==> src/hw/rtl/ffud_pkg.sv <==
// ----------------------------------------------------------------------------
// ffud_pkg
// Shared types, character codes, status codes and helpers of the form field
// decoder.
// ----------------------------------------------------------------------------
package ffud_pkg;

   // Input transfer: one body byte
   typedef struct packed {
      logic [7:0] body_byte;
      logic       end_of_body;
   } req_type;

   // Result transfer: decoded byte or final status
   typedef struct packed {
      logic [7:0] out_byte;
      logic [2:0] status;
      logic       last;
   } rsp_type;

   // Results of one body byte, oldest in entry 0
   localparam int unsigned RES_MAX = 3;

   typedef struct packed {
      logic [1:0]                 count;
      rsp_type [RES_MAX-1:0]      items;
   } res_type;

   // Register settings seen by the parser
   typedef struct packed {
      logic [63:0] key_chars_low;
      logic [63:0] key_chars_high;
      logic [4:0]  key_len;
      logic [10:0] buf_size;
   } cfg_type;

   // Register indexes
   localparam logic [1:0] CSR_KEY_LOW  = 2'd0;
   localparam logic [1:0] CSR_KEY_HIGH = 2'd1;
   localparam logic [1:0] CSR_KEY_LEN  = 2'd2;
   localparam logic [1:0] CSR_OUT_SIZE = 2'd3;

   // Status codes
   localparam logic [2:0] ST_OK         = 3'd0;
   localparam logic [2:0] ST_NOT_FOUND  = 3'd1;
   localparam logic [2:0] ST_BAD_ESCAPE = 3'd2;
   localparam logic [2:0] ST_TOO_LONG   = 3'd3;
   localparam logic [2:0] ST_ZERO       = 3'd4;

   // Characters
   localparam logic [7:0] CH_PLUS  = 8'h2B;
   localparam logic [7:0] CH_PCT   = 8'h25;
   localparam logic [7:0] CH_AMP   = 8'h26;
   localparam logic [7:0] CH_EQ    = 8'h3D;
   localparam logic [7:0] CH_SPACE = 8'h20;
   localparam logic [7:0] CH_NUL   = 8'h00;

   localparam logic [4:0]  KEY_MAX   = 5'd16;
   localparam logic [10:0] LIMIT_MAX = 11'd1024;

   // Result queue
   localparam int unsigned FIFO_DEPTH = 8;
   localparam int unsigned FIFO_AW    = $clog2(FIFO_DEPTH);
   localparam int unsigned FIFO_CW    = $clog2(FIFO_DEPTH + 1);

   function automatic logic is_hex(input logic [7:0] c);
      is_hex = (c >= 8'h30 && c <= 8'h39) || (c >= 8'h61 && c <= 8'h66) ||
               (c >= 8'h41 && c <= 8'h46);
   endfunction

   function automatic logic [3:0] hex_val(input logic [7:0] c);
      logic [7:0] v;
      v = 8'h00;
      if (c >= 8'h30 && c <= 8'h39) begin
         v = c - 8'h30;
      end else if (c >= 8'h61 && c <= 8'h66) begin
         v = c - 8'h57;
      end else if (c >= 8'h41 && c <= 8'h46) begin
         v = c - 8'h37;
      end
      hex_val = v[3:0];
   endfunction

   function automatic logic [7:0] plain(input logic [7:0] c);
      plain = (c == CH_PLUS) ? CH_SPACE : c;
   endfunction

   // Data item if the byte fits and is nonzero, else the failing status item
   function automatic rsp_type emit_item(input logic [10:0] cnt,
                                         input logic [10:0] lim,
                                         input logic [7:0]  b);
      rsp_type r;
      r = '0;
      if (({1'b0, cnt} + 12'd1) >= {1'b0, lim}) begin
         r.status = ST_TOO_LONG;
         r.last   = 1'b1;
      end else if (b == CH_NUL) begin
         r.status = ST_ZERO;
         r.last   = 1'b1;
      end else begin
         r.out_byte = b;
      end
      emit_item = r;
   endfunction

endpackage

==> src/hw/rtl/ffud_parse.sv <==
// ----------------------------------------------------------------------------
// ffud_parse
// Field parser: name match, value decode, size check; up to three results
// per body byte.
// ----------------------------------------------------------------------------
module ffud_parse (
   input  logic              clock,
   input  logic              reset,
   input  logic              fire,
   input  ffud_pkg::req_type item,
   input  ffud_pkg::cfg_type cfg,
   output ffud_pkg::res_type res
);

   localparam logic [1:0] PH_NAME  = 2'd0;
   localparam logic [1:0] PH_VALUE = 2'd1;
   localparam logic [1:0] PH_SKIP  = 2'd2;
   localparam logic [1:0] PH_DONE  = 2'd3;

   localparam logic [1:0] ESC_NONE = 2'd0;
   localparam logic [1:0] ESC_PCT  = 2'd1;
   localparam logic [1:0] ESC_HELD = 2'd2;

   logic [1:0]  phase_ff, phase_in;
   logic [4:0]  pos_ff, pos_in;
   logic        match_ff, match_in;
   logic [1:0]  esc_ff, esc_in;
   logic [7:0]  held_ff, held_in;
   logic [10:0] cnt_ff, cnt_in;

   logic [15:0][7:0] key;
   logic [10:0]      lim;
   logic [7:0]       c;
   logic             end_req;
   logic             a_emit;
   logic [7:0]       a_byte;
   logic [1:0]       stage;
   logic [1:0]       n;
   ffud_pkg::rsp_type it;
   ffud_pkg::rsp_type [ffud_pkg::RES_MAX-1:0] items;

   assign key = {cfg.key_chars_high, cfg.key_chars_low};
   assign lim = (cfg.buf_size > ffud_pkg::LIMIT_MAX) ? ffud_pkg::LIMIT_MAX
                                                      : cfg.buf_size;
   assign c   = item.body_byte;

   always_comb begin
      phase_in = phase_ff;
      pos_in   = pos_ff;
      match_in = match_ff;
      esc_in   = esc_ff;
      held_in  = held_ff;
      cnt_in   = cnt_ff;
      n        = 2'd0;
      items    = '0;
      a_emit   = 1'b0;
      a_byte   = 8'h00;
      stage    = ESC_NONE;
      it       = '0;
      end_req  = item.end_of_body || (c == ffud_pkg::CH_NUL) ||
                 (phase_ff == PH_VALUE && c == ffud_pkg::CH_AMP);

      if (fire) begin
         // body byte
         if (phase_ff != PH_DONE && c != ffud_pkg::CH_NUL) begin
            unique case (phase_ff)
               PH_NAME: begin
                  if (c == ffud_pkg::CH_AMP) begin
                     pos_in   = 5'd0;
                     match_in = 1'b1;
                  end else if (c == ffud_pkg::CH_EQ) begin
                     if (match_ff && pos_ff == cfg.key_len &&
                         cfg.key_len <= ffud_pkg::KEY_MAX) begin
                        phase_in = PH_VALUE;
                        esc_in   = ESC_NONE;
                        cnt_in   = 11'd0;
                     end else begin
                        phase_in = PH_SKIP;
                     end
                  end else if (match_ff) begin
                     if (pos_ff < cfg.key_len && pos_ff < ffud_pkg::KEY_MAX &&
                         c == key[pos_ff[3:0]]) begin
                        pos_in = pos_ff + 5'd1;
                     end else begin
                        match_in = 1'b0;
                     end
                  end
               end
               PH_SKIP: begin
                  if (c == ffud_pkg::CH_AMP) begin
                     phase_in = PH_NAME;
                     pos_in   = 5'd0;
                     match_in = 1'b1;
                  end
               end
               PH_VALUE: begin
                  if (c != ffud_pkg::CH_AMP) begin
                     if (esc_ff == ESC_PCT) begin
                        held_in = c;
                        esc_in  = ESC_HELD;
                     end else if (esc_ff == ESC_HELD) begin
                        esc_in = ESC_NONE;
                        if (!ffud_pkg::is_hex(held_ff) || !ffud_pkg::is_hex(c)) begin
                           items[n] = '{out_byte: 8'h00,
                                        status: ffud_pkg::ST_BAD_ESCAPE,
                                        last: 1'b1};
                           n        = n + 2'd1;
                           phase_in = PH_DONE;
                        end else begin
                           a_emit = 1'b1;
                           a_byte = {ffud_pkg::hex_val(held_ff), ffud_pkg::hex_val(c)};
                        end
                     end else if (c == ffud_pkg::CH_PCT) begin
                        esc_in = ESC_PCT;
                     end else begin
                        a_emit = 1'b1;
                        a_byte = ffud_pkg::plain(c);
                     end
                  end
               end
               default: begin
               end
            endcase
         end

         if (a_emit) begin
            it       = ffud_pkg::emit_item(cnt_in, lim, a_byte);
            items[n] = it;
            n        = n + 2'd1;
            if (it.last) phase_in = PH_DONE;
            else         cnt_in   = cnt_in + 11'd1;
         end

         // end of value or body
         if (phase_in != PH_DONE && end_req) begin
            if (phase_in == PH_VALUE) begin
               stage  = esc_in;
               esc_in = ESC_NONE;
               if (stage != ESC_NONE) begin
                  it       = ffud_pkg::emit_item(cnt_in, lim, ffud_pkg::CH_PCT);
                  items[n] = it;
                  n        = n + 2'd1;
                  if (it.last) phase_in = PH_DONE;
                  else         cnt_in   = cnt_in + 11'd1;
               end
               if (phase_in != PH_DONE && stage == ESC_HELD) begin
                  it       = ffud_pkg::emit_item(cnt_in, lim, ffud_pkg::plain(held_in));
                  items[n] = it;
                  n        = n + 2'd1;
                  if (it.last) phase_in = PH_DONE;
                  else         cnt_in   = cnt_in + 11'd1;
               end
               if (phase_in != PH_DONE) begin
                  items[n] = '{out_byte: 8'h00, status: ffud_pkg::ST_OK, last: 1'b1};
                  n        = n + 2'd1;
                  phase_in = PH_DONE;
               end
            end else begin
               items[n] = '{out_byte: 8'h00, status: ffud_pkg::ST_NOT_FOUND,
                            last: 1'b1};
               n        = n + 2'd1;
               phase_in = PH_DONE;
            end
         end

         // next body starts clean
         if (item.end_of_body) begin
            phase_in = PH_NAME;
            pos_in   = 5'd0;
            match_in = 1'b1;
            esc_in   = ESC_NONE;
            held_in  = 8'h00;
            cnt_in   = 11'd0;
         end
      end
   end

   assign res.count = n;
   assign res.items = items;

   always_ff @(posedge clock) begin
      if (reset) begin
         phase_ff <= PH_NAME;
         pos_ff   <= 5'd0;
         match_ff <= 1'b1;
         esc_ff   <= ESC_NONE;
         held_ff  <= 8'h00;
         cnt_ff   <= 11'd0;
      end else begin
         phase_ff <= phase_in;
         pos_ff   <= pos_in;
         match_ff <= match_in;
         esc_ff   <= esc_in;
         held_ff  <= held_in;
         cnt_ff   <= cnt_in;
      end
   end

endmodule

==> src/hw/rtl/ffud_rsp_fifo.sv <==
// ----------------------------------------------------------------------------
// ffud_rsp_fifo
// Result queue: takes up to three results a cycle, gives one a cycle when popped.
// ----------------------------------------------------------------------------
module ffud_rsp_fifo (
   input  logic                      clock,
   input  logic                      reset,
   input  ffud_pkg::res_type         push,
   input  logic                      pop,
   output logic                      valid,
   output ffud_pkg::rsp_type         head,
   output logic                      room
);

   ffud_pkg::rsp_type mem_ff [ffud_pkg::FIFO_DEPTH];

   logic [ffud_pkg::FIFO_AW-1:0] wr_ff, wr_in;
   logic [ffud_pkg::FIFO_AW-1:0] rd_ff, rd_in;
   logic [ffud_pkg::FIFO_CW-1:0] count_ff, count_in;

   assign valid = (count_ff != '0);
   assign head  = mem_ff[rd_ff];
   // room for a full burst of results, ignoring this cycle's pop
   assign room  = (count_ff <= ffud_pkg::FIFO_CW'(ffud_pkg::FIFO_DEPTH - ffud_pkg::RES_MAX));

   assign wr_in    = wr_ff + ffud_pkg::FIFO_AW'(push.count);
   assign rd_in    = rd_ff + ffud_pkg::FIFO_AW'(pop);
   assign count_in = count_ff + ffud_pkg::FIFO_CW'(push.count) - ffud_pkg::FIFO_CW'(pop);

   always_ff @(posedge clock) begin
      for (int i = 0; i < ffud_pkg::RES_MAX; i++) begin
         if (2'(i) < push.count) begin
            mem_ff[wr_ff + ffud_pkg::FIFO_AW'(i)] <= push.items[i];
         end
      end
   end

   always_ff @(posedge clock) begin
      if (reset) begin
         wr_ff    <= '0;
         rd_ff    <= '0;
         count_ff <= '0;
      end else begin
         wr_ff    <= wr_in;
         rd_ff    <= rd_in;
         count_ff <= count_in;
      end
   end

endmodule

==> src/hw/rtl/form_field_url_decoder.sv <==
// ----------------------------------------------------------------------------
// form_field_url_decoder
// Extracts one field of a url-encoded form body and percent-decodes it.
// ----------------------------------------------------------------------------
// The block takes one body byte per cycle on req_. Each accepted byte lands in
// an input register; when the queue has room, the parser updates its state and
// writes zero to three results into an eight-entry result queue, whose head
// drives rsp_. Each result is registered in the queue before it shows. Most
// bytes give at most one result; the end of a value can give three (a held
// '%', the held character and the status). The input stalls only while the
// queue has fewer than three free entries, so one byte per cycle is sustained
// as long as the consumer drains about one result per cycle. The csr_ port
// is always ready; write it only while the block is idle.
// ----------------------------------------------------------------------------
module form_field_url_decoder (
   input  logic              clock,
   input  logic              reset,
   // body bytes
   input  logic              req_valid,
   output logic              req_stall,
   input  ffud_pkg::req_type req_data,
   // decoded bytes and status
   output logic              rsp_valid,
   input  logic              rsp_stall,
   output ffud_pkg::rsp_type rsp_data,
   // register writes
   input  logic              csr_valid,
   output logic              csr_ready,
   input  logic [1:0]        csr_index,
   input  logic [63:0]       csr_data
);

   // config registers
   logic [63:0] key_low_ff;
   logic [63:0] key_high_ff;
   logic [4:0]  key_len_ff;
   logic [10:0] out_size_ff;
   ffud_pkg::cfg_type cfg;

   // input register
   logic              in_valid_ff, in_valid_in;
   ffud_pkg::req_type in_item_ff;
   logic              accept;
   logic              fire;

   ffud_pkg::res_type res;
   logic              room;

   assign csr_ready = 1'b1;

   always_ff @(posedge clock) begin
      if (reset) begin
         key_low_ff  <= 64'd0;
         key_high_ff <= 64'd0;
         key_len_ff  <= 5'd0;
         out_size_ff <= 11'd65;
      end else if (csr_valid && csr_ready) begin
         unique case (csr_index)
            ffud_pkg::CSR_KEY_LOW:  key_low_ff  <= csr_data;
            ffud_pkg::CSR_KEY_HIGH: key_high_ff <= csr_data;
            ffud_pkg::CSR_KEY_LEN:  key_len_ff  <= csr_data[4:0];
            ffud_pkg::CSR_OUT_SIZE: out_size_ff <= csr_data[10:0];
            default: begin
            end
         endcase
      end
   end

   assign cfg = '{key_chars_low:  key_low_ff,
                  key_chars_high: key_high_ff,
                  key_len:        key_len_ff,
                  buf_size:       out_size_ff};

   // The held byte is parsed once the queue can take a full burst; a new
   // transfer refills the register in the same cycle.
   assign fire        = in_valid_ff && room;
   assign req_stall   = in_valid_ff && !room;
   assign accept      = req_valid && !req_stall;
   assign in_valid_in = accept || (in_valid_ff && !fire);

   always_ff @(posedge clock) begin
      if (reset) begin
         in_valid_ff <= 1'b0;
      end else begin
         in_valid_ff <= in_valid_in;
      end
   end

   always_ff @(posedge clock) begin
      if (accept) begin
         in_item_ff <= req_data;
      end
   end

   ffud_parse u_parse (
      .clock (clock),
      .reset (reset),
      .fire  (fire),
      .item  (in_item_ff),
      .cfg   (cfg),
      .res   (res)
   );

   ffud_rsp_fifo u_fifo (
      .clock (clock),
      .reset (reset),
      .push  (res),
      .pop   (rsp_valid && !rsp_stall),
      .valid (rsp_valid),
      .head  (rsp_data),
      .room  (room)
   );

   // a burst of two or three results is a value end: data first, status last
   a_burst_order : assert property (@(posedge clock) disable iff (reset)
      (fire && res.count >= 2'd2) |->
         (!res.items[0].last && res.items[res.count - 2'd1].last))
      else $error("result burst not data then status");

   // status items carry a zero byte, data items an ok status
   a_item_form : assert property (@(posedge clock) disable iff (reset)
      rsp_valid |->
         ((rsp_data.last && rsp_data.out_byte == 8'h00) ||
          (!rsp_data.last && rsp_data.status == ffud_pkg::ST_OK)))
      else $error("malformed result item");

   // a byte waiting on the queue stays in the input register
   a_hold_input : assert property (@(posedge clock) disable iff (reset)
      (in_valid_ff && !fire) |=> (in_valid_ff && $stable(in_item_ff)))
      else $error("waiting input byte lost");

endmodule
==> config.mk <==
export PLATFORM = sky130hd
export DESIGN_NAME = form_field_url_decoder
export DESIGN_NICKNAME = d
export VERILOG_FILES = /design/src/hw/rtl/ffud_pkg.sv /design/src/hw/rtl/ffud_parse.sv /design/src/hw/rtl/ffud_rsp_fifo.sv /design/src/hw/rtl/form_field_url_decoder.sv
export SDC_FILE = /design/constraint.sdc
export NUM_CORES = 1
export LEC_CHECK = 0
export BUFFER_PORTS_ARGS = -buffer_cell sky130_fd_sc_hd__buf_2
export CAP_MARGIN = 20
export CORE_MARGIN = 10
export CORE_UTILIZATION = 44
export CTS_CLUSTER_DIAMETER = 50
export CTS_CLUSTER_SIZE = 25
export DETAILED_ROUTE_END_ITERATION = 12
export PLACE_DENSITY = 0.67
export SLEW_MARGIN = 30
export SYNTH_ARGS = -nofsm -noshare
export SYNTH_HDL_FRONTEND = slang
export SYNTH_SLANG_ARGS = --single-unit
==> constraint.sdc <==
create_clock -name clock -period 16.4 [get_ports clock]
set_input_delay 3.28 -clock clock [delete_from_list [all_inputs] [get_ports clock]]
set_output_delay 3.28 -clock clock [all_outputs]
set_load 0.005 [all_outputs]
## Word level (Yosys, flattened, before mapping)

Memories as Yosys holds them, arrays and structs flattened. A register that Yosys moved wholly into a read port is not among the register bits.
Index checks and enable logic that the tools add are counted.

- Add/subtract/negate cells: 23
- Multiply operators: 0
- Divide/modulo/power cells: 0
- Magnitude comparators: 32
- Equal/unequal tests: 25
- Shift operators: 0
- Multiplexer cells: 198
- Bitwise operators: 6
- Reduce and logical (&&, ||, !) cells: 53

Operators with widths:

| kind | count |
|---|---|
| 36-bit two-way mux | 14 |
| 8-bit two-way mux | 31 |
| 11-bit two-way mux | 20 |
| 12-bit two-way mux | 10 |
| 2-bit two-way mux | 58 |
| 36-bit bitwise mux | 3 |
| 12-bit demux with 2-bit select | 4 |
| 4-bit two-way mux | 20 |
| 8-bit by 6-bit equality test with 1-bit output, second input constant | 5 |
| 11-bit by 1-bit adder with 12-bit output, second input constant | 3 |
| 12-bit by 11-bit >= comparator with 1-bit output | 3 |
| 5-bit two-way mux | 7 |
| 11-bit by 1-bit adder with 11-bit output, second input constant | 3 |
| 33-bit AND | 1 |
| 33-bit NOT | 1 |
| 8-bit binary-select mux with 4-bit select | 1 |
| 8-bit by 7-bit >= comparator with 1-bit output, second input constant | 4 |
| 8-bit by 7-bit <= comparator with 1-bit output, second input constant | 4 |
| 30-bit AND | 1 |
| 30-bit NOT | 1 |
| 8-bit logical NOT | 3 |
| 1-bit logical AND | 23 |
| 1-bit two-way mux | 22 |
| 8-bit by 6-bit >= comparator with 1-bit output, second input constant | 2 |
| 48 further kinds | 93 |

- Register bits after elaboration: 193
- Bits in latches: 0
- Memory bits (writable): 96
- ROM bits: 0
- Bits of input ports: 80
- Output and inout bits: 15
- Logic and storage cells: 354
- Memories: 1

Memories:

| name | words | width | rd ports | clocked after Yosys merged registers in | write ports | line | RTL |
|---|---|---|---|---|---|---|---|
| u_fifo.mem_ff | 8 | 12 | 1 | 1 | 3 | ffud_rsp_fifo.sv:15 | `ffud_pkg::rsp_type mem_ff [ffud_pkg::FIFO_DEPTH];` |

## Logic depth before layout (Yosys ltp)

- Depth after elaboration: 53
- Mapped depth: 68
- Mapped depth without buffers: 59

## Modules after synthesis

From an unflattened synthesis, not the netlist that was laid out.

- Cells, all modules: 2248
- Area, all modules: 20493.4 µm²

By module, submodules not included:

| module | times used | cells each | area each (µm²) | seq. area each (µm²) |
|---|---|---|---|---|
| ffud_parse | 1 | 941 | 7188.1 | 580.6 |
| ffud_rsp_fifo | 1 | 748 | 7109.3 | 3083.0 |
| form_field_url_decoder | 1 | 559 | 6195.9 | 3173.0 |

## Worst setup path after synthesis

OpenSTA, ideal clock, no wires.

- Path type: register -> register
- Start: register u_parse.pos_ff[0]
- End: memory u_fifo.mem_ff[2][0] in the netlist's numbering (enable)
- Setup time: 0.398 ns
- Arrival: 13.376 ns
- Data required time: 16.002 ns
- Slack: 2.627 ns
- Cell stages (with the launch flop): 62
- Buffers on the path: 11
- Clock period less this slack: 13.773 ns
- Cell sequence: dfxtp_1 clkbuf_1 buf_1 clkbuf_1 inv_1 ha_1 nand4_1 or3_1 clkbuf_1 clkbuf_1 and2_1 ha_1 nand3_1 nor2_1 nand2_1 xor2_1 nor2_1 ha_1 (+26 left out) xnor2_1 ha_1 ha_1 a21o_1 a21o_1 a21o_1 a21o_1 a21o_1 a21oi_1 o21ai_0 a31oi_1 a21oi_1 a21oi_1 nand3_1 a311o_2 buf_2 maj3_1 o21ai_0

RTL lines:

| what | line | RTL |
|---|---|---|
| start: declaration | ffud_parse.sv:25 | `logic [4:0] pos_ff, pos_in;` |
| start signal: assignment | ffud_parse.sv:191 | `pos_ff <= pos_in;` |
| end: declaration | ffud_rsp_fifo.sv:15 |  |

==> reports/metrics.csv <==
stage,metric,value,unit
finish,final_util,0.492,
place,gp_congestion,0.934,
timing,worst_pin_slew,1.07,ns
worst_setup_path,crit_type,register to register,
floorplanning,initial_core_util,0.446,
worst_setup_path,slowest_delay,0.73,ns
global_routing,antenna_found_initial,0,
clock_network,cts_max_level,1,
floorplanning,num_rows,75,
worst_hold_path,worst_hold_path_type,register to register,
worst_setup_path,cp_slowest_cell,nand4_1,
drt,routedWlPerCell,21.6,µm
finish,final_cells,2604,
clock_network,postCtsSetupRepairBufs,0,
worst_setup_path,cp-end-kind,register,
timing,drv_slew,0,
drt,antenna_left,0,
timing,fmax,68.9,MHz
finish,seq_area,0.00684,mm²
timing,fin_skew,0.0374,ns
worst_setup_path,crit_fanout,18,
worst_setup_path,r2r_cells,54,
drt,viasPerCell,6.11,
clock_network,cts_tree,yes,
yosys,ys_types,95,
place,hpwlAfterDp,40.7,mm
yosys,syn_inst,2044,
finish,syn_to_final_growth,10.2,%
power_and_ir_drop,leakagePower,8.32,nW
floorplanning,die_w,227,µm
floorplanning,ioPinCount,95,
finish,design_area,0.0207,mm²
global_routing,grt-ovfl-total,0,
outcome,status,completed,
clock_network,numCtsBuffers,29,
yosys,synth.avg_cell_area,9.20,µm²
power_and_ir_drop,powerDensity,87.3,mW/mm²
global_routing,grt_max_degree,97,
place,place_inst,2549,
floorplanning,coreArea,0.0421,mm²
timing,final.min_clock_period,14.52,ns
global_routing,grt_pass1_vias,15400,
clock_network,cts_resized,0,
finish,multi_input_area,0.0112,mm²
finish,final_net_count,2194,
worst_setup_path,path_buf_inv,4,
place,placed_area,0.0196,mm²
job,maxCapViolCount,0,
timing,slew_headroom,0.286,
yosys,synth_top_area_cell,dfxtp_1,
clock_network,path_clk_slew,0.08,ns
worst_setup_path,critPathMostFrequentCell,ha_1,
drt,drt_iter0_drc,1653,
floorplanning,die_y,227,µm
yosys,netlist.area_leader.share,0.196,
worst_setup_path,worstPathArrival,14.84,ns
finish,insertedDiodeCount,0,
yosys,synthArstFlopShare,0,
timing,tns,0,ns
place,portBuffers,93,
yosys,synth_edf_count,105,
timing,setup_viol,0,
yosys,yosys_warnings,0,
yosys,synth.ff_latch_count,289,
clock_network,hold_buffers,0,
yosys,synth_top_cells_by_area,"dfxtp_1 (20%), edfxtp_1 (17%), mux2i_1 (11%), mux4_2 (7.7%), nand2_1 (7.5%)",
worst_setup_path,crit_cells,54,
yosys,synth_ff_type,dfxtp_1,
drt,vias,15900,
global_routing,track_usage,0.214,
worst_hold_path,hold_path_depth,2,
worst_setup_path,cp.required,16.72,ns
yosys,synth_nets,2196,
drt,drt_drc_violations_left,0,
worst_setup_path,critPathLaunchType,register,
drt,firstDrtPassIters,6,
yosys,seq_area_frac_synth,0.364,
finish,n_fill_cell,3895,
clock_network,cts.sinks,289,
floorplanning,die_area,0.0514,mm²
global_routing,grt_first_pass_wirelength,87.9,mm
timing,period_share,0.885,
timing,hold_viol,0,
clock_network,insertion_delay,0.60,ns
clock_network,cts_root_buf,clkbuf_16,
clock_network,cts_buffer_depth,3,
drt,routed_wl,56.2,mm
power_and_ir_drop,irDropWorstVdd,0.0915,mV
yosys,syn-cell-area,0.0188,mm²
finish,drive_above_1_share,0.152,
timing,rsz0062_at_grt,no,
worst_setup_path,path_delay_family,simple AND/OR/NAND/NOR gates,
[state kept, by name, summed over array words and instances (netlist names)]
name,flops
in_item_ff,9
in_valid_ff,1
key_high_ff,64
key_len_ff,5
key_low_ff,64
out_size_ff,11
u_fifo.count_ff,4
u_fifo.mem_ff,96
u_fifo.rd_ff,3
u_fifo.wr_ff,3
u_parse.cnt_ff,11
u_parse.esc_ff,2
u_parse.held_ff,8
u_parse.match_ff,1
u_parse.phase_ff,2
u_parse.pos_ff,5
[metrics by stage]
step	hold slack [ns]	setup slack, ns	total power, W
5_1_grt	0.477	0.563	0.00188
3_3_place_gp	0.438	2.41	0.00106
2_1_floorplan	0.430	2.63	0.000978
4_1_cts	0.459	2.10	0.00183
3_5_place_dp	0.447	2.18	0.00107
6_report	0.455	1.88	0.00181
[area by class of cell]
type / count / area share
clock buffers: 29 / 0.0350
clock inverters: 25 / 0.0185
inverters: 50 / 0.00906
multi-input cells: 1549 / 0.540
flip-flops and latches: 289 / 0.330
well taps: 539 / 0.0325
repair buffers: 123 / 0.0342
[power by group]
group          switching [W]  leakage (nW)  internal [W]  total [W]
Clock               0.000381         0.538      0.000373   0.000755
Combinational       0.000140          5.15      0.000114   0.000254
Sequential         0.0000358          2.63      0.000765   0.000801
Total               0.000557          8.32       0.00125    0.00181
[cell usage after synthesis (all sizes together) (6+ instances only)]
master    n
or4      13
nor2b    19
a22oi     9
and4      7
o211ai   11
o31ai    11
and3     18
o21ai    49
nor4     26
buf      50
a211oi    8
ha       70
or3      14
o21bai    8
nor3     30
a31o      6
xor2     19
nand4    16
xnor2    42
edfxtp  105
dfxtp   184
inv      49
a31oi    23
clkbuf  106
o21a      7
nand2b   11
nand3b   12
a21oi   190
nand3    33
nor2     99
mux4     64
o31a      6
nand2   378
and2     12
mux2i   203
mux2     23
or2      13
nor3b     6
a21o     19
[worst min-delay path, delay by kind of cell, from the launching register on]
kind	cells	cell delay, ns
AND/OR/NAND/NOR	1	0.05
AO/OA/AOI/OAI	1	0.05
flip-flops	1	0.31
[cells by family after synthesis]
| logic type | share of synthesized area |
|---|---|
| muxes | 0.199 |
| DFF | 0.364 |
| AOI/OAI and AO/OA | 0.131 |
| adders and majority gates | 0.0492 |
| buffers and inverters | 0.0454 |
| xor gates and xnor gates | 0.0284 |
| other | 0.000199 |
| and+or+nand+nor | 0.184 |
[cell usage in the layout (no fill, tap or decap), drive strengths merged, types with 9 or more instances in the layout]
master and n:
and2 12, inv 71, mux2 23, a22oi 9, nand2 378, nor4 26
nand2b 11, edfxtp 105, or2 13, nor2 99, a21oi 190, nand4 16
clkbuf 29, and3 18, mux4 64, xor2 19, or4 13, a21o 19
ha 70, buf 123, o211ai 11, nor3 30, nand3 33, o31ai 11
dfxtp 184, nor2b 19, xnor2 42, a31oi 23, o21ai 49, or3 14
nand3b 12, mux2i 203
[final timing paths]
| path | from | endpoint | slack [ns] |
|---|---|---|---|
| worst max register to register | u_parse.pos_ff[3] | u_fifo.mem_ff[6][9] | 1.88 |
| worst min register to register | key_low_ff[23] | key_low_ff[23] | 0.45 |
| worst min-delay path | key_low_ff[23] | key_low_ff[23] | 0.45 |
| worst max-delay path | u_parse.pos_ff[3] | u_fifo.mem_ff[6][9] | 1.88 |
[layer usage]
metal	routed length [µm]	track usage
met4	1570	0.0725
met5	0	0
met3	3830	0.0339
met2	26200	0.349
met1	24500	0.283
No activity file was read; power rests on OpenSTA's default activity.
